**config.mk**
```make
export PLATFORM = sky130hd
export DESIGN_NAME = wheel_pulse_rpm_meter
export DESIGN_NICKNAME = d
export VERILOG_FILES = /design/src/wprm_pkg.sv /design/src/wheel_pulse_rpm_meter.sv /design/src/wprm_divider.sv
export VERILOG_INCLUDE_DIRS = /design/src /design/src/src
export SDC_FILE = /design/constraint.sdc
export NUM_CORES = 1
export LEC_CHECK = 0
export ABC_AREA = 0
export BUFFER_PORTS_ARGS = -buffer_cell sky130_fd_sc_hd__buf_2
export CAP_MARGIN = 15
export CORE_MARGIN = 2
export CORE_UTILIZATION = 30
export DETAILED_ROUTE_END_ITERATION = 8
export HOLD_SLACK_MARGIN = 0.1
export SLEW_MARGIN = 25
export SYNTH_ARGS = -nofsm -noshare
export SYNTH_HDL_FRONTEND = slang
export SYNTH_SLANG_ARGS = --single-unit
```
**constraint.sdc**
```tcl
create_clock -name aclk -period 13.11 [get_ports aclk]
set_input_delay 2.622 -clock aclk [delete_from_list [all_inputs] [get_ports aclk]]
set_output_delay 2.622 -clock aclk [all_outputs]
set_load 0.01 [all_outputs]
```
**src/wheel_pulse_rpm_meter_defines.svh**
```systemverilog
// Assertion macros used by the tachometer top level.
`ifndef WHEEL_PULSE_RPM_METER_DEFINES_SVH
`define WHEEL_PULSE_RPM_METER_DEFINES_SVH

// Same-cycle implication, disabled while reset is asserted.
`define WPRM_ASSERT_IMPLIES(label, clk, rstn, cond, expr, msg) \
    label: assert property (@(posedge clk) disable iff (!rstn) (cond) |-> (expr)) \
        else $error(msg);

// Next-cycle implication, disabled while reset is asserted.
`define WPRM_ASSERT_NEXT(label, clk, rstn, cond, expr, msg) \
    label: assert property (@(posedge clk) disable iff (!rstn) (cond) |=> (expr)) \
        else $error(msg);

`endif

```
**src/wprm_pkg.sv**
```systemverilog
// Shared types and constants of the wheel pulse tachometer.
package wprm_pkg;

    localparam int WHEEL_COUNT   = 2;
    localparam int WHEEL_IDX_W   = (WHEEL_COUNT > 1) ? $clog2(WHEEL_COUNT) : 1;
    localparam int TIME_WIDTH    = 32;
    localparam int FRACTION_BITS = 8;
    localparam int PPR_WIDTH     = 8;
    localparam int SPEED_WIDTH   = 34;
    localparam int DIV_WIDTH     = TIME_WIDTH + PPR_WIDTH;
    localparam int CNT_WIDTH     = $clog2(SPEED_WIDTH + 1);

    localparam int CFG_INDEX_W   = 2;
    localparam int CFG_DATA_W    = 32;

    localparam int IN_DATA_W     = ((TIME_WIDTH + 7) / 8) * 8;
    localparam int IN_USER_W     = 2;
    localparam int OUT_DATA_W    = ((WHEEL_COUNT * SPEED_WIDTH + 7) / 8) * 8;
    localparam int OUT_USER_W    = WHEEL_COUNT;

    // Microseconds per minute, scaled by the fraction bits.
    localparam logic [SPEED_WIDTH-1:0] NUMERATOR =
        SPEED_WIDTH'(64'd60000000 << FRACTION_BITS);

    localparam logic [PPR_WIDTH-1:0]  PPR_RESET     = PPR_WIDTH'(1);
    localparam logic [TIME_WIDTH-1:0] TIMEOUT_RESET = TIME_WIDTH'(500000);

    localparam logic [CFG_INDEX_W-1:0] REG_PPR     = 2'd0;
    localparam logic [CFG_INDEX_W-1:0] REG_TIMEOUT = 2'd1;

    localparam logic KIND_PULSE  = 1'b0;
    localparam logic KIND_SAMPLE = 1'b1;

    typedef enum logic [2:0] {
        ST_IDLE,
        ST_CHECK,
        ST_START,
        ST_DIVIDE,
        ST_FINISH
    } state_t;

endpackage

```
**src/wheel_pulse_rpm_meter.sv**
```systemverilog
// Top level of the two-wheel period-measuring tachometer.
//
//  channel   direction  handshake            payload
//  s_        in         s_tvalid / s_tready  s_tdata, s_tuser
//  m_        out        m_tvalid / m_tready  m_tdata, m_tuser
//  cfg_      in         cfg_valid/cfg_ready  cfg_index, cfg_data
//
// A pulse request is taken while idle and leaves the sequencer idle. A sample request passes
// the accepting state, one check per wheel, a divider start, 34 steps and a capture per running
// wheel, and then the result load, which waits while a result waits on m_tready.
// A new request is taken while the previous result still waits in the output register.
// Reset (synchronous, active low) restores the register defaults and clears the stamps.
// Configuration writes are always taken.
`include "wheel_pulse_rpm_meter_defines.svh"

module wheel_pulse_rpm_meter (
    input  logic                               aclk,
    input  logic                               aresetn,
    input  logic                               s_tvalid,
    output logic                               s_tready,
    input  logic [wprm_pkg::IN_DATA_W-1:0]     s_tdata,   // time_us
    input  logic [wprm_pkg::IN_USER_W-1:0]     s_tuser,   // kind, wheel
    output logic                               m_tvalid,
    input  logic                               m_tready,
    output logic [wprm_pkg::OUT_DATA_W-1:0]    m_tdata,   // right_speed_q8, left_speed_q8
    output logic [wprm_pkg::OUT_USER_W-1:0]    m_tuser,   // right_stopped, left_stopped
    input  logic                               cfg_valid,
    output logic                               cfg_ready,
    input  logic [wprm_pkg::CFG_INDEX_W-1:0]   cfg_index,
    input  logic [wprm_pkg::CFG_DATA_W-1:0]    cfg_data
);

    wprm_pkg::state_t state_reg, state_next;

    logic [wprm_pkg::WHEEL_IDX_W-1:0] wsel_reg, wsel_next;
    logic [wprm_pkg::TIME_WIDTH-1:0]  now_reg, now_next;
    logic [wprm_pkg::PPR_WIDTH-1:0]   ppr_reg, ppr_next;
    logic [wprm_pkg::TIME_WIDTH-1:0]  timeout_reg, timeout_next;
    logic [wprm_pkg::TIME_WIDTH-1:0]  last_reg [wprm_pkg::WHEEL_COUNT];
    logic [wprm_pkg::TIME_WIDTH-1:0]  prev_reg [wprm_pkg::WHEEL_COUNT];
    logic [wprm_pkg::DIV_WIDTH-1:0]   divisor_reg, divisor_next;
    logic [wprm_pkg::SPEED_WIDTH-1:0] speed_reg [wprm_pkg::WHEEL_COUNT];
    logic [wprm_pkg::WHEEL_COUNT-1:0] stop_reg;
    logic                             m_tvalid_reg, m_tvalid_next;
    logic [wprm_pkg::OUT_DATA_W-1:0]  m_tdata_reg, m_tdata_next;
    logic [wprm_pkg::OUT_USER_W-1:0]  m_tuser_reg, m_tuser_next;

    logic                             in_kind;
    logic [wprm_pkg::WHEEL_IDX_W-1:0] in_wheel;
    logic [wprm_pkg::WHEEL_IDX_W-1:0] rd_idx;
    logic [wprm_pkg::TIME_WIDTH-1:0]  rd_last;
    logic [wprm_pkg::TIME_WIDTH-1:0]  rd_prev;
    logic [wprm_pkg::TIME_WIDTH-1:0]  elapsed;
    logic [wprm_pkg::TIME_WIDTH-1:0]  interval;
    logic                             wheel_stop;
    logic                             last_wheel;
    logic                             out_free;

    logic                             take_pulse;
    logic                             take_sample;
    logic                             check_now;
    logic                             div_start;
    logic                             div_capture;
    logic                             out_load;

    logic                             div_busy;
    logic                             div_done;
    logic [wprm_pkg::SPEED_WIDTH-1:0] div_quotient;

    assign in_kind  = s_tuser[0];
    assign in_wheel = wprm_pkg::WHEEL_IDX_W'(s_tuser[1]);

    // The stamp store is read at one place: the incoming wheel while idle, else the
    // wheel under check.
    assign rd_idx   = (state_reg == wprm_pkg::ST_IDLE) ? in_wheel : wsel_reg;
    assign rd_last  = last_reg[rd_idx];
    assign rd_prev  = prev_reg[rd_idx];
    assign elapsed  = now_reg - rd_last;
    assign interval = rd_last - rd_prev;

    // A wrap between the stamps and a zero interval both show as last <= previous.
    assign wheel_stop = (elapsed > timeout_reg) || (rd_last <= rd_prev) || (ppr_reg == '0);
    assign last_wheel = (wsel_reg == wprm_pkg::WHEEL_IDX_W'(wprm_pkg::WHEEL_COUNT - 1));
    assign out_free   = !m_tvalid_reg || m_tready;

    // Next state.
    always_comb begin
        state_next = state_reg;
        unique case (state_reg)
            wprm_pkg::ST_IDLE: begin
                if (s_tvalid && in_kind == wprm_pkg::KIND_SAMPLE) begin
                    state_next = wprm_pkg::ST_CHECK;
                end
            end
            wprm_pkg::ST_CHECK: begin
                if (!wheel_stop) begin
                    state_next = wprm_pkg::ST_START;
                end else if (last_wheel) begin
                    state_next = wprm_pkg::ST_FINISH;
                end
            end
            wprm_pkg::ST_START: begin
                state_next = wprm_pkg::ST_DIVIDE;
            end
            wprm_pkg::ST_DIVIDE: begin
                if (div_done) begin
                    state_next = last_wheel ? wprm_pkg::ST_FINISH : wprm_pkg::ST_CHECK;
                end
            end
            wprm_pkg::ST_FINISH: begin
                if (out_free) begin
                    state_next = wprm_pkg::ST_IDLE;
                end
            end
            default: begin
                state_next = wprm_pkg::ST_IDLE;
            end
        endcase
    end

    // Sequencer outputs.
    always_comb begin
        s_tready    = 1'b0;
        take_pulse  = 1'b0;
        take_sample = 1'b0;
        check_now   = 1'b0;
        div_start   = 1'b0;
        div_capture = 1'b0;
        out_load    = 1'b0;
        unique case (state_reg)
            wprm_pkg::ST_IDLE: begin
                s_tready    = 1'b1;
                take_pulse  = s_tvalid && (in_kind == wprm_pkg::KIND_PULSE);
                take_sample = s_tvalid && (in_kind == wprm_pkg::KIND_SAMPLE);
            end
            wprm_pkg::ST_CHECK: begin
                check_now = 1'b1;
            end
            wprm_pkg::ST_START: begin
                div_start = 1'b1;
            end
            wprm_pkg::ST_DIVIDE: begin
                div_capture = div_done;
            end
            wprm_pkg::ST_FINISH: begin
                out_load = out_free;
            end
            default: begin
                s_tready = 1'b0;
            end
        endcase
    end

    // Configuration decode; unknown indexes are dropped.
    assign cfg_ready = 1'b1;

    always_comb begin
        ppr_next     = ppr_reg;
        timeout_next = timeout_reg;
        if (cfg_valid) begin
            unique case (cfg_index)
                wprm_pkg::REG_PPR:     ppr_next = cfg_data[wprm_pkg::PPR_WIDTH-1:0];
                wprm_pkg::REG_TIMEOUT: timeout_next = cfg_data[wprm_pkg::TIME_WIDTH-1:0];
                default:               ppr_next = ppr_reg;
            endcase
        end
    end

    always_comb begin
        wsel_next    = wsel_reg;
        now_next     = now_reg;
        divisor_next = divisor_reg;
        if (take_sample) begin
            wsel_next = '0;
            now_next  = s_tdata[wprm_pkg::TIME_WIDTH-1:0];
        end
        if (check_now) begin
            divisor_next = wprm_pkg::DIV_WIDTH'(interval) * wprm_pkg::DIV_WIDTH'(ppr_reg);
            if (wheel_stop && !last_wheel) begin
                wsel_next = wsel_reg + 1'b1;
            end
        end
        if (div_capture && !last_wheel) begin
            wsel_next = wsel_reg + 1'b1;
        end
    end

    always_comb begin
        m_tvalid_next = m_tvalid_reg;
        m_tdata_next  = m_tdata_reg;
        m_tuser_next  = m_tuser_reg;
        if (m_tready) begin
            m_tvalid_next = 1'b0;
        end
        if (out_load) begin
            m_tvalid_next = 1'b1;
            m_tdata_next  = '0;
            for (int w = 0; w < wprm_pkg::WHEEL_COUNT; w++) begin
                m_tdata_next[w*wprm_pkg::SPEED_WIDTH +: wprm_pkg::SPEED_WIDTH] = speed_reg[w];
            end
            m_tuser_next = stop_reg;
        end
    end

    always_ff @(posedge aclk) begin
        if (!aresetn) begin
            state_reg    <= wprm_pkg::ST_IDLE;
            wsel_reg     <= '0;
            ppr_reg      <= wprm_pkg::PPR_RESET;
            timeout_reg  <= wprm_pkg::TIMEOUT_RESET;
            m_tvalid_reg <= 1'b0;
            for (int w = 0; w < wprm_pkg::WHEEL_COUNT; w++) begin
                last_reg[w] <= '0;
                prev_reg[w] <= '0;
            end
        end else begin
            state_reg    <= state_next;
            wsel_reg     <= wsel_next;
            ppr_reg      <= ppr_next;
            timeout_reg  <= timeout_next;
            m_tvalid_reg <= m_tvalid_next;
            if (take_pulse) begin
                prev_reg[in_wheel] <= rd_last;
                last_reg[in_wheel] <= s_tdata[wprm_pkg::TIME_WIDTH-1:0];
            end
        end
        now_reg     <= now_next;
        divisor_reg <= divisor_next;
        m_tdata_reg <= m_tdata_next;
        m_tuser_reg <= m_tuser_next;
        if (check_now && wheel_stop) begin
            speed_reg[wsel_reg] <= '0;
            stop_reg[wsel_reg]  <= 1'b1;
        end
        if (div_capture) begin
            speed_reg[wsel_reg] <= div_quotient;
            stop_reg[wsel_reg]  <= 1'b0;
        end
    end

    wprm_divider u_divider (
        .aclk     (aclk),
        .aresetn  (aresetn),
        .start    (div_start),
        .dividend (wprm_pkg::NUMERATOR),
        .divisor  (divisor_reg),
        .busy     (div_busy),
        .done     (div_done),
        .quotient (div_quotient)
    );

    assign m_tvalid = m_tvalid_reg;
    assign m_tdata  = m_tdata_reg;
    assign m_tuser  = m_tuser_reg;

    `WPRM_ASSERT_IMPLIES(a_no_overwrite, aclk, aresetn, out_load, !m_tvalid_reg || m_tready, "result register overwritten while a result waits")
    `WPRM_ASSERT_IMPLIES(a_start_idle_divider, aclk, aresetn, div_start, !div_busy, "divider restarted while busy")
    `WPRM_ASSERT_IMPLIES(a_right_stop_zero, aclk, aresetn, m_tvalid && m_tuser[0], m_tdata[wprm_pkg::SPEED_WIDTH-1:0] == '0, "stopped wheel reports nonzero speed")
    `WPRM_ASSERT_NEXT(a_sample_busy, aclk, aresetn, s_tvalid && s_tready && s_tuser[0], !s_tready, "sample request did not occupy the sequencer")

endmodule

```
**src/wprm_divider.sv**
```systemverilog
// Restoring divider that produces one quotient bit per cycle.
module wprm_divider (
    input  logic                              aclk,
    input  logic                              aresetn,
    input  logic                              start,
    input  logic [wprm_pkg::SPEED_WIDTH-1:0]  dividend,
    input  logic [wprm_pkg::DIV_WIDTH-1:0]    divisor,
    output logic                              busy,
    output logic                              done,
    output logic [wprm_pkg::SPEED_WIDTH-1:0]  quotient
);

    logic [wprm_pkg::CNT_WIDTH-1:0]   count_reg, count_next;
    logic [wprm_pkg::SPEED_WIDTH-1:0] quo_reg, quo_next;
    logic [wprm_pkg::DIV_WIDTH-1:0]   rem_reg, rem_next;
    logic [wprm_pkg::DIV_WIDTH-1:0]   div_reg, div_next;
    logic                             done_reg, done_next;
    logic [wprm_pkg::DIV_WIDTH:0]     trial;
    logic [wprm_pkg::DIV_WIDTH:0]     diff;
    logic                             fits;

    // The remainder stays below the divisor, so the shifted trial is below twice it.
    assign trial = {rem_reg, quo_reg[wprm_pkg::SPEED_WIDTH-1]};
    assign diff  = trial - {1'b0, div_reg};
    assign fits  = trial >= {1'b0, div_reg};

    always_comb begin
        count_next = count_reg;
        quo_next   = quo_reg;
        rem_next   = rem_reg;
        div_next   = div_reg;
        done_next  = 1'b0;
        if (start) begin
            count_next = wprm_pkg::CNT_WIDTH'(wprm_pkg::SPEED_WIDTH);
            quo_next   = dividend;
            rem_next   = '0;
            div_next   = divisor;
        end else if (count_reg != '0) begin
            count_next = count_reg - 1'b1;
            quo_next   = {quo_reg[wprm_pkg::SPEED_WIDTH-2:0], fits};
            rem_next   = fits ? diff[wprm_pkg::DIV_WIDTH-1:0]
                              : trial[wprm_pkg::DIV_WIDTH-1:0];
            done_next  = (count_reg == wprm_pkg::CNT_WIDTH'(1));
        end
    end

    always_ff @(posedge aclk) begin
        if (!aresetn) begin
            count_reg <= '0;
            done_reg  <= 1'b0;
        end else begin
            count_reg <= count_next;
            done_reg  <= done_next;
        end
        quo_reg <= quo_next;
        rem_reg <= rem_next;
        div_reg <= div_next;
    end

    assign busy     = (count_reg != '0);
    assign done     = done_reg;
    assign quotient = quo_reg;

endmodule
```
# Word-level counts from Yosys, hierarchy flattened
# Memories as Yosys holds them, arrays and structs flattened. A register that Yosys moved wholly into a read port is not among the register bits.
# Index checks and enable logic that the tools add are counted.
word_totals:
  regBits: 242
  wordCells: 113
  mem_bits_rw: 196
  mem_count: 3
  out_inout_bits: 77
  input_bits: 73
op_classes:
  mul: 1
  n_addsub: 5
  n_lt_le_gt_ge: 5
  eq_ne: 10
  n_mux: 43
  n_bitwise: 7
  n_reduce_logical: 24
memory_table:
  columns: ["memory", "words", "word_bits", "rd", "rd_ports_with_merged_regs", "wr", "line", "text"]
  rows:
  - ["speed_reg", 2, 34, 2, 2, 1, "wheel_pulse_rpm_meter.sv:42", "logic [wprm_pkg::SPEED_WIDTH-1:0] speed_reg [wprm_pkg::WHEEL_COUNT];"]
  - ["last_reg", 2, 32, 1, 0, 2, "wheel_pulse_rpm_meter.sv:39", "logic [wprm_pkg::TIME_WIDTH-1:0] last_reg [wprm_pkg::WHEEL_COUNT];"]
  - ["prev_reg", 2, 32, 1, 0, 2, "wheel_pulse_rpm_meter.sv:40", "logic [wprm_pkg::TIME_WIDTH-1:0] prev_reg [wprm_pkg::WHEEL_COUNT];"]
ops:
  columns: ["operator", "n"]
  rows:
  - ["$mux 32", 2]
  - ["$reduce_or 32->1", 2]
  - ["$sub 32x32->32", 2]
  - ["$ge 41x40->1", 1]
  - ["$mul 32x8->40", 1]
  - ["$mux 40", 1]
  - ["$sub 40x40->40", 1]
  - ["$mux 34", 1]
  - ["$gt 32x32->1", 1]
  - ["$le 32x32->1", 1]
  - ["$mux 1", 27]
  - ["$mux 3", 6]
  - ["$pmux 3 s5", 1]
  - ["$mux 6", 2]
  - ["$logic_not 8->1", 1]
  - ["$eq 3x2->1 const B", 2]
  - ["$eq 6x1->1 const B", 1]
  - ["$logic_and 1x1->1", 6]
  - ["$reduce_bool 6->1", 1]
  - ["$sub 6x1->6 const B", 1]
  - ["$mux 2", 2]
  - ["$ne 2x1->1 const B", 2]
  - ["$reduce_and 2->1", 2]
  - ["$reduce_and 4->1", 1]
  - ["other kinds (21)", 27]

# Longest topological paths before layout
# An unclocked memory read counts as a cell.
logic_depth:
  depth_word: 11
  ltp_mapped: 42

# By module
# From an unflattened synthesis, not the netlist that was laid out.
unflattened:
  cells_unflattened: 3191
  hier_area_um2: 33728.6
by_module_without_submodules:
  columns: ["mod", "cells_per_inst", "seq_area_each_um2", "instances", "area_each_um2"]
  rows:
  - ["wheel_pulse_rpm_meter", 2407, 11090.6, 1, 26351.5]
  - ["wprm_divider", 784, 3163.0, 1, 7377.1]

# Least setup slack after synthesis
# Ideal clock, no wire load.
synth_timing:
  path_type: "in2reg"
  from: "in s_tuser[1] (netlist bit)"
  to: "reg divisor_reg[39] (netlist bit), data pin"
  arrival_time_ns: 11.371
  setup_slack_ns: 1.479
  n_path_buf: 6
  path_stages: 39
  path_cell_list: "buf_2 nor4b_4 nor2_4 buf_1 buf_1 clkbuf_1 buf_1 mux2i_1 ha_1 nor2b_1 o21a_1 o21a_1 o211ai_1 a21oi_1 o21a_1 o21ai_1 a21boi_0 o21a_1 (+3 left out) fa_1 fa_1 inv_1 fa_1 inv_1 ha_1 clkbuf_1 nand3_1 nor2_1 and3_1 a32o_1 o31a_1 o21ai_0 a31oi_1 nand4_1 nand4b_1 a21oi_1 xnor2_1"
synth_via:
  elab_chain_cells: 4
  elab_cells_between_ends: 5
synth_lines:
  columns: ["element", "line", "text"]
  rows:
  - ["start: declaration", "wheel_pulse_rpm_meter.sv:22", "input logic [wprm_pkg::IN_USER_W-1:0] s_tuser,"]
  - ["$mux 1 (*)", "wheel_pulse_rpm_meter.sv:75", "assign rd_idx = (state_reg == wprm_pkg::ST_IDLE) ? in_wheel : wsel_reg;"]
  - ["$mem_v2 2x32 (on tied branches)", null, null]
  - ["$sub 32x32->32 (*)", "wheel_pulse_rpm_meter.sv:79", "assign interval = rd_last - rd_prev;"]
  - ["$mul 32x8->40 (*)", "wheel_pulse_rpm_meter.sv:178", "divisor_next = wprm_pkg::DIV_WIDTH'(interval) * wprm_pkg::DIV_WIDTH'(ppr_reg);"]
  - ["end signal: assignment", "wheel_pulse_rpm_meter.sv:228", "divisor_reg <= divisor_next;"]
  - ["end: declaration", "wheel_pulse_rpm_meter.sv:41", "logic [wprm_pkg::DIV_WIDTH-1:0] divisor_reg, divisor_next;"]
# Every way passes the cells marked *; elsewhere a longest branch is shown, timed or not.
# A chain may end at the register's enable or synchronous reset.

# Worst setup path in the final report
# Ends and elaborated chain as after synthesis.

==> flow_metrics.env <==
export IMPL_die_h_um=336
export IMPL_vdd_drop_max_uv=131
export IMPL_final_nets=3719
export IMPL_synth_top_area_share_pct=34.4
export IMPL_tns_ns=0
export IMPL_r2r_slack_ns=3.43
export IMPL_post_cts_resized=0
export IMPL_path_delay_family="compound AO/OA/AOI/OAI gates"
export IMPL_start_kind="input port"
export IMPL_crit_arrival_ns=11.29
export IMPL_dieArea_mm2=0.113
export IMPL_hp_class="reg2reg"
export IMPL_synth_xor_area_share_pct=3.61
export IMPL_overflow=0
export IMPL_ys_seq_area_share_pct=42.2
export IMPL_cts_sinks=506
export IMPL_drv_slew=0
export IMPL_hold_buffers=0
export IMPL_cp_slowest_stage_delay_ns=0.55
export IMPL_hold_viol=0
export IMPL_clkTransAtPathRegs_ns=0.06
export IMPL_place_hpwl_um=54100
export IMPL_period_minus_slack_ns=10.91
export IMPL_power_density_mw_per_mm2=196
export IMPL_synth_top_family_by_area="adder cells"
export IMPL_relSlewSlack_pct=35.1
export IMPL_max_freq_ghz=0.0917
export IMPL_gp_congestion=0.851
export IMPL_hp_start="speed_reg[1][22]"
export IMPL_synth_async_reset_ratio_pct=0
export IMPL_avgSynthCellArea_um2=10.4
export IMPL_r2r_start="state_reg[2]"
export IMPL_synth_compound_area_share_pct=12.4
export IMPL_clock_skew_final_ns=0.0303
export IMPL_drtIter0Drc=1195
export IMPL_initial_core_util_pct=30.3
export IMPL_synth_most_common_cell="edfxtp_1"
export IMPL_routedWlPerCell_um=15.4
export IMPL_h_tree_depth=2
export IMPL_status="completed"
export IMPL_clock_latency_ns=0.63
export IMPL_vias_per_cell=4.69
export IMPL_ys_warn_count=0
export IMPL_dr_pass1_iters=7
export IMPL_die_w_um=336
export IMPL_cts_made_buffers=54
export IMPL_path_buf_inv=4
export IMPL_layout_worst_path_cycle_share_pct=83.2
export IMPL_rsz0062_at_grt="false"
export IMPL_finalSetupViolations=0
export IMPL_via_count=22200
export IMPL_synth_area_leaders="edfxtp_1 (34%), fa_1 (11%), dfxtp_1 (7.8%)"
export IMPL_synth_cells=3161
export IMPL_core_area_mm2=0.109
export IMPL_critPathCaptureType="flip-flop"
export IMPL_grt_pass1_vias=22700
export IMPL_ant_nets=0
export IMPL_io_buffers=144
export IMPL_synth_cell_types=91
export IMPL_grt_max_degree=71
export IMPL_critPathKind="in2reg"
export IMPL_synth_edff_count=378
export IMPL_synth_seq_cells=506
export IMPL_grtUsageTotal_pct=13.0
export IMPL_antenna_found_initial=4
export IMPL_clockBufferDepth=3
export IMPL_drc=0
export IMPL_wirelength_um=73200
export IMPL_synth_common_cells="edfxtp_1 (378), inv_1 (341), nand2_1 (271)"
export IMPL_critPathMaxFanout=12
export IMPL_synthFlopType="edfxtp_1"
export IMPL_power_leakage_nw=16.1
export IMPL_yosys_area_share_simple_pct=15.4
export IMPL_syn_to_final_growth_pct=12.7
export IMPL_required_ns=13.49
export IMPL_syn_cell_area_mm2=0.0330
export IMPL_cts_tree="built"
export IMPL_synth_adder_area_share_pct=18.5
export IMPL_grt_pass1_wl_um=120000
export IMPL_cts_root_buf="clkbuf_16"
export IMPL_synthMuxAreaShare_pct=2.47
export IMPL_drive_gt1_share_pct=9.70
export IMPL_yosysTopAreaCell="edfxtp_1"
export IMPL_critPathLaunch="s_tuser[1]"
export IMPL_ios=150
export IMPL_rows=121
export IMPL_worst_slew_pin_slew_ns=0.973
export IMPL_stdcell_count=4735
export IMPL_slowest_stage="fa_1"
export IMPL_cts_setup_buffers=0
export IMPL_placed_cells=4631
export IMPL_max_cap_violations=0
routing by layer:
layer | global-route usage (%) | up-vias | part of all wire (%)
met5 | 0 | - | 0.018
met4 | 3.22 | 2 | 1.9
met3 | 1.98 | 95 | 4.3
met2 | 21.4 | 421 | 45
met1 | 17.9 | 10600 | 48
li1 | - | 11100 | -
cells in the final DEF (no fill, tap or decap), drive strengths merged, types with 26 or more instances in the layout:
| cell type | n |
|---|---|
| edfxtp | 378 |
| inv | 345 |
| nand2 | 272 |
| and2 | 262 |
| ha | 189 |
| a21oi | 185 |
| fa | 183 |
| buf | 177 |
| nor2 | 175 |
| dfxtp | 128 |
| a21o | 105 |
| o21ai | 100 |
| xnor2 | 87 |
| mux2i | 78 |
| clkbuf | 75 |
| and3 | 58 |
| xor2 | 48 |
| nand3 | 43 |
| nor3 | 37 |
| nor2b | 36 |
| a21boi | 32 |
| nand2b | 28 |
| a211oi | 26 |
path summary, 6_finish.rpt:
kind | endpoint | cells after the start
setup / recovery | divisor_reg[39] | 35
hold / removal | m_tdata[56] | 0
setup reg to reg | divisor_reg[39] | 34
hold reg to reg | m_tdata[56] | 0
cell families (layout without fill, tap and decap cells):
logic type / count (synthesis) / after routing
fa+ha+maj: 378 / 378
flops: 506 / 506
mux: 80 / 80
compound gates: 607 / 607
simple gates: 987 / 987
xor+xnor: 135 / 135
buf+inv: 466 / 622
other cells: 2 / 6
per-stage QoR:
step	utilization, %	hold WS (ns)	power [mW]	cell area, um2	setup WS, ns
after detailed placement	32.3	0.405	5.74	35300	1.54
final	34.1	0.413	7.30	37200	2.20
after global routing	34.1	0.415	7.93	37200	1.51
after global placement	32.3	0.401	5.70	35200	1.60
after floorplan	-	0.400	4.93	33000	1.48
after CTS	34.1	0.407	7.37	37100	2.19
power breakdown:
group,total (mW),switching [mW],internal [mW]
clock network,1.59,0.660,0.934
registers,2.20,0.131,2.07
logic,3.51,2.11,1.40
layout make-up:
cell class	count	area [um2]
Antenna cell	1	2.50
Clock buffer	75	1540
Clock inverter	27	349
Fill cell	10900	71800
Inverter	343	1290
Multi-Input combinational cell	2192	17300
Sequential cell	506	13900
Tap cell	1414	1770
Timing Repair Buffer	177	972
worst reg2reg max path: cells and delay by family (launching register included):
family | cells | cell delay, ns
AOI/OAI and AO/OA | 17 | 3.64
xor gates and xnor gates | 1 | 0.08
adders and majority gates | 6 | 2.77
buffers and inverters | 3 | 0.40
DFF | 1 | 0.59
muxes | 1 | 0.34
and+or+nand+nor | 6 | 1.61
No activity file was read; power rests on OpenSTA's default activity.
